`src/design/hsbm_ram.sv`:
```
// Generic simple dual-port RAM with one write port and one registered read port.
module hsbm_ram #(
	parameter int WIDTH = 8,
	parameter int DEPTH = 16,
	localparam int AW = (DEPTH > 1) ? $clog2(DEPTH) : 1
) (
	input  logic             clk,
	input  logic             we,
	input  logic [AW-1:0]    waddr,
	input  logic [WIDTH-1:0] wdata,
	input  logic             re,
	input  logic [AW-1:0]    raddr,
	output logic [WIDTH-1:0] rdata
);

	logic [WIDTH-1:0] mem [DEPTH];
	logic [WIDTH-1:0] rdata_q;

	// Write port.
	always_ff @(posedge clk) begin
		if (we) begin
			mem[waddr] <= wdata;
		end
	end

	// Registered read port; the data holds until the next read.
	always_ff @(posedge clk) begin
		if (re) begin
			rdata_q <= mem[raddr];
		end
	end

	assign rdata = rdata_q;

endmodule

```
`config.mk`:
```
export PLATFORM = sky130hd
export DESIGN_NAME = hsbm_ram
export DESIGN_NICKNAME = d
export VERILOG_FILES = /design/src/design/hsbm_ram.sv
export SDC_FILE = /design/constraint.sdc
export NUM_CORES = 1
export LEC_CHECK = 0
export BUFFER_PORTS_ARGS = -buffer_cell sky130_fd_sc_hd__buf_2
export CAP_MARGIN = 20
export CELL_PAD_IN_SITES_DETAIL_PLACEMENT = 1
export CELL_PAD_IN_SITES_GLOBAL_PLACEMENT = 1
export CORE_MARGIN = 5
export CORE_UTILIZATION = 53
export DETAILED_ROUTE_END_ITERATION = 6
export PLACE_DENSITY = 0.81
export SYNTH_ARGS = -nofsm -noshare
export SYNTH_HDL_FRONTEND = slang
export SYNTH_SLANG_ARGS = --single-unit
```
`constraint.sdc`:
```
create_clock -name clk -period 1.83 [get_ports clk]
set_input_delay 0 -clock clk [delete_from_list [all_inputs] [get_ports clk]]
set_output_delay 0 -clock clk [all_outputs]
set_load 0.1 [all_outputs]
```
# ---- Word-level counts from Yosys, hierarchy flattened
# Memories as Yosys holds them, arrays and structs flattened. A register that Yosys moved wholly into a read port is not among the register bits.
# Index checks and enable logic that the tools add are counted.
dict set report word_totals {
  wordCells 3
  in_bits 19
  mem_bits_rw 128
  memories 1
  regBits 0
  out_inout_bits 8
}
dict set report op_classes {
  mux 2
}
# name words width read_ports rd_clocked_by_memory_dff wr line
set mem_list {}
lappend mem_list {mem 16 8 1 1 1 16} ;# logic [WIDTH-1:0] mem [DEPTH];
# cell count
set op_table {}
lappend op_table {{two-way mux 1 bit} 2}

# ---- Depth between registers and ports, before layout
dict set report logic_depth {
  ltp_word 2
  mapped_depth 5
  depth_no_buf 3
}

# ---- Worst setup path before layout
# OpenSTA, ideal clock, no wires.
dict set report synth_timing {
  path_kind {in2reg}
  start {input waddr[2]}
  end {memory mem[0][0] (enable)}
  n_path_buf 0
  slack_ns 0.337
  t_required_ns 1.447
  setup_time_ns 0.383
  stages 2
  arrival_ns 1.110
  path_cell_list {or3b_2 -> nor3_1}
}
# element line
set synth_rtl {}
lappend synth_rtl {{start: declaration} 9} ;# input logic [AW-1:0] waddr,
lappend synth_rtl {{end: declaration} 16}
# No word-level cell before the write port.

==> impl_metrics.tcl <==
set metrics [dict create \
    cts_sinks 136 \
    fillCellCount 799 \
    synth_cell_types 18 \
    status "finished, final reports clean" \
    first_pass_iters 4 \
    seq_area_sq_um 4084 \
    wire_per_inst_um 25.85 \
    powerDensity_nw_per_um2 1142 \
    synthCells 229 \
    critical_path_required_ns 2.08 \
    drtIter0Drc 173 \
    hold_class "in2reg" \
    start_util_pct 53.98 \
    cts_made_buffers 17 \
    grtUsageMet3_pct 5.109 \
    gp_congestion 0.7727 \
    finalHoldViolations 0 \
    io_pins 27 \
    max_freq_mhz 622.1 \
    cpPeakStageDelay_ns 0.52 \
    layout-drive-gt1-share_pct 31.41 \
    clk_pin_slew_worst_paths_ns 0.06 \
    maxSlewViolCount 0 \
    ys_ff_latch 136 \
    antenna_found_initial 0 \
    r2r-start "mem[0][0]" \
    grt_use_met1_pct 28.33 \
    crit_fanout 1 \
    final_common_cell "edfxtp_1" \
    critical_path_class "reg2reg" \
    clkLatencyLatePin_ns 0.52 \
    cp_slowest_cell "mux4_1" \
    hold-path-cell-count 3 \
    maxCapViolations 0 \
    period_share_pct 87.84 \
    syn_area_per_cell_sq_um 22.83 \
    grt_start_max_net_pins 18 \
    timing.critical_path.cells "mux4_1 > a22oi_1 > nand2_1" \
    rsz0062_at_grt "no" \
    yosysWarnings 0 \
    power_leakage_nw 2.173 \
    overflow 0 \
    placed_cell_area_sq_um 5665 \
    fin_setup_tns_ns 0 \
    grt_usage_pct 21.53 \
    vdd_drop_max_mv 0.6571 \
    multiInputGateArea_sq_um 1057 \
    cp.arrival_ns 1.86 \
    drc 0 \
    layout_common_cells "edfxtp_1 (136), buf_2 (26), buf_4 (25)" \
    cts_buffer_depth 2 \
    vias_per_cell 5.825 \
    cts_max_level 4 \
    synthTopCellsByArea "edfxtp_1 (78%), mux4_2 (7.8%), mux4_1 (7.0%), a22oi_1 (2.3%), nor2_1 (0.93%)" \
    grt_busiest_layer "met2" \
    num_rows 36 \
    finalCriticalPeriod_ns 1.607 \
    worst_clock_skew_ns 0.006548 \
    worstSetupStartpointType "flop" \
    die_h_um 109.3 \
    worstHoldStart "waddr[1]" \
    cp.depth 3 \
    worstSetupStartpoint "mem[0][0]" \
    yosys.area.top_type "edfxtp_1" \
    dpl.hpwl_um 7529 \
    reg2regPathDepth 3 \
    ant_nets 0 \
    clock-root-buffer "clkbuf_8" \
    routed_wl_um 11510 \
    diodes 0 \
    cp_num_buf_inv 0 \
    cts_tree "built" \
    fin_nets 319 \
    via_count 2592 \
    setup_viol 0 \
    end_kind "flop" \
    use_met2_pct 35.39 \
    grt_pass1_vias 2878 \
    dieArea_sq_um 11950 \
    final_area_sq_um 6311 \
    worst_pin_slew_ns 0.7428 \
    synth_top_area_share_pct 78.12 \
    area_growth_pct 20.73 \
    io_buffers 26 \
    slew_headroom_pct 50.38 \
    cts_resized 0 \
    grt_pass1_wl_um 17500 \
    syn_area_sq_um 5228 \
    syn_nets 248 \
    die_x_um 109.3 \
    ys_seq_area_share_pct 78.12 \
    critPathTopFamily "multiplexers" \
    core_area_sq_um 9684 \
]
==> cell usage after synthesis <==
| master | instances |
|---|---|
| nand3b_1 | 2 |
| edfxtp_1 | 136 |
| buf_6 | 3 |
| a22oi_1 | 16 |
| mux4_1 | 14 |
| nand2_1 | 9 |
| or3b_2 | 1 |
| nor3_1 | 4 |
| nor2_1 | 13 |
| and2_1 | 1 |
| buf_2 | 3 |
| nand3_1 | 1 |
| nand2b_1 | 2 |
| buf_4 | 1 |
| clkdlybuf4s25_2 | 3 |
| and2b_1 | 1 |
| mux4_2 | 18 |
| nor2b_1 | 1 |
==> metal layers <==
| metal | share of wire [%] | vias up |
|---|---|---|
| li1 | - | 1123 |
| met1 | 41 | 1363 |
| met2 | 52 | 89 |
| met3 | 4.6 | 17 |
| met4 | 1.8 | 0 |
| met5 | 0 | - |
==> worst register-to-register path: cells and delay by family, from the launching register on <==
kind / cells / cell delay, ns
AND/OR/NAND/NOR: 1 / 0.13
AO/OA/AOI/OAI: 1 / 0.31
multiplexers: 1 / 0.52
flip-flops: 1 / 0.39
==> per-stage QoR <==
step / std cells / utilization, % / worst slack (ns) / total power, mW / hold WS, ns
3_3_place_gp: 405 / 58.50 / 0.2787 / 4.011 / 0.3765
5_1_grt: 445 / 65.17 / 0.2054 / 7.465 / 0.08132
6_report: 445 / 65.17 / 0.2226 / 7.209 / 0.08747
4_1_cts: 445 / 65.17 / 0.2156 / 7.254 / 0.05585
2_1_floorplan: 229 / - / 0.3371 / 3.876 / 0.09887
3_5_place_dp: 405 / 58.50 / 0.1760 / 4.043 / 0.3808
==> cell families (layout without fill, tap and decap cells) <==
kind of cell	count (synthesis)	count (layout)	synth area share [%]
compound gates	16	16	2.298
simple gates	35	35	3.136
mux	32	32	14.79
buf+inv	10	93	1.651
flops	136	136	78.12
==> final timing paths <==
kind              slack, ns         to
setup / recovery       0.22   rdata[0]
hold / removal         0.09  mem[4][2]
setup reg to reg       0.22   rdata[0]
hold reg to reg        0.77   rdata[7]
==> cell type report <==
cell class	instances	area share, %
sequential	136	64.71
multi-input combinational	83	16.75
timing repair buffer	62	7.098
clock buffer	19	6.681
tap	133	2.637
clock inverter	12	2.121
==> registers in the layout, indices dropped and copies added (netlist names) <==
register and flops:
mem 128, rdata 8
==> power breakdown <==
group | total (mW) | leakage, nW | internal (mW) | switching, mW
clock network | 3.22 | 0.274 | 2.04 | 1.18
registers | 3.53 | 1.24 | 3.51 | 0.0194
logic | 0.459 | 0.664 | 0.154 | 0.305
total | 7.21 | 2.17 | 5.70 | 1.51
==> timing repair <==
| action | CTS | global route |
|---|---|---|
| setup endpoints to repair | 0 | 0 |
| hold endpoints to repair | 136 | 0 |
| setup buffers | 0 | 0 |
| hold buffers | 9 | 0 |
(Power assumes the default switching activity.)
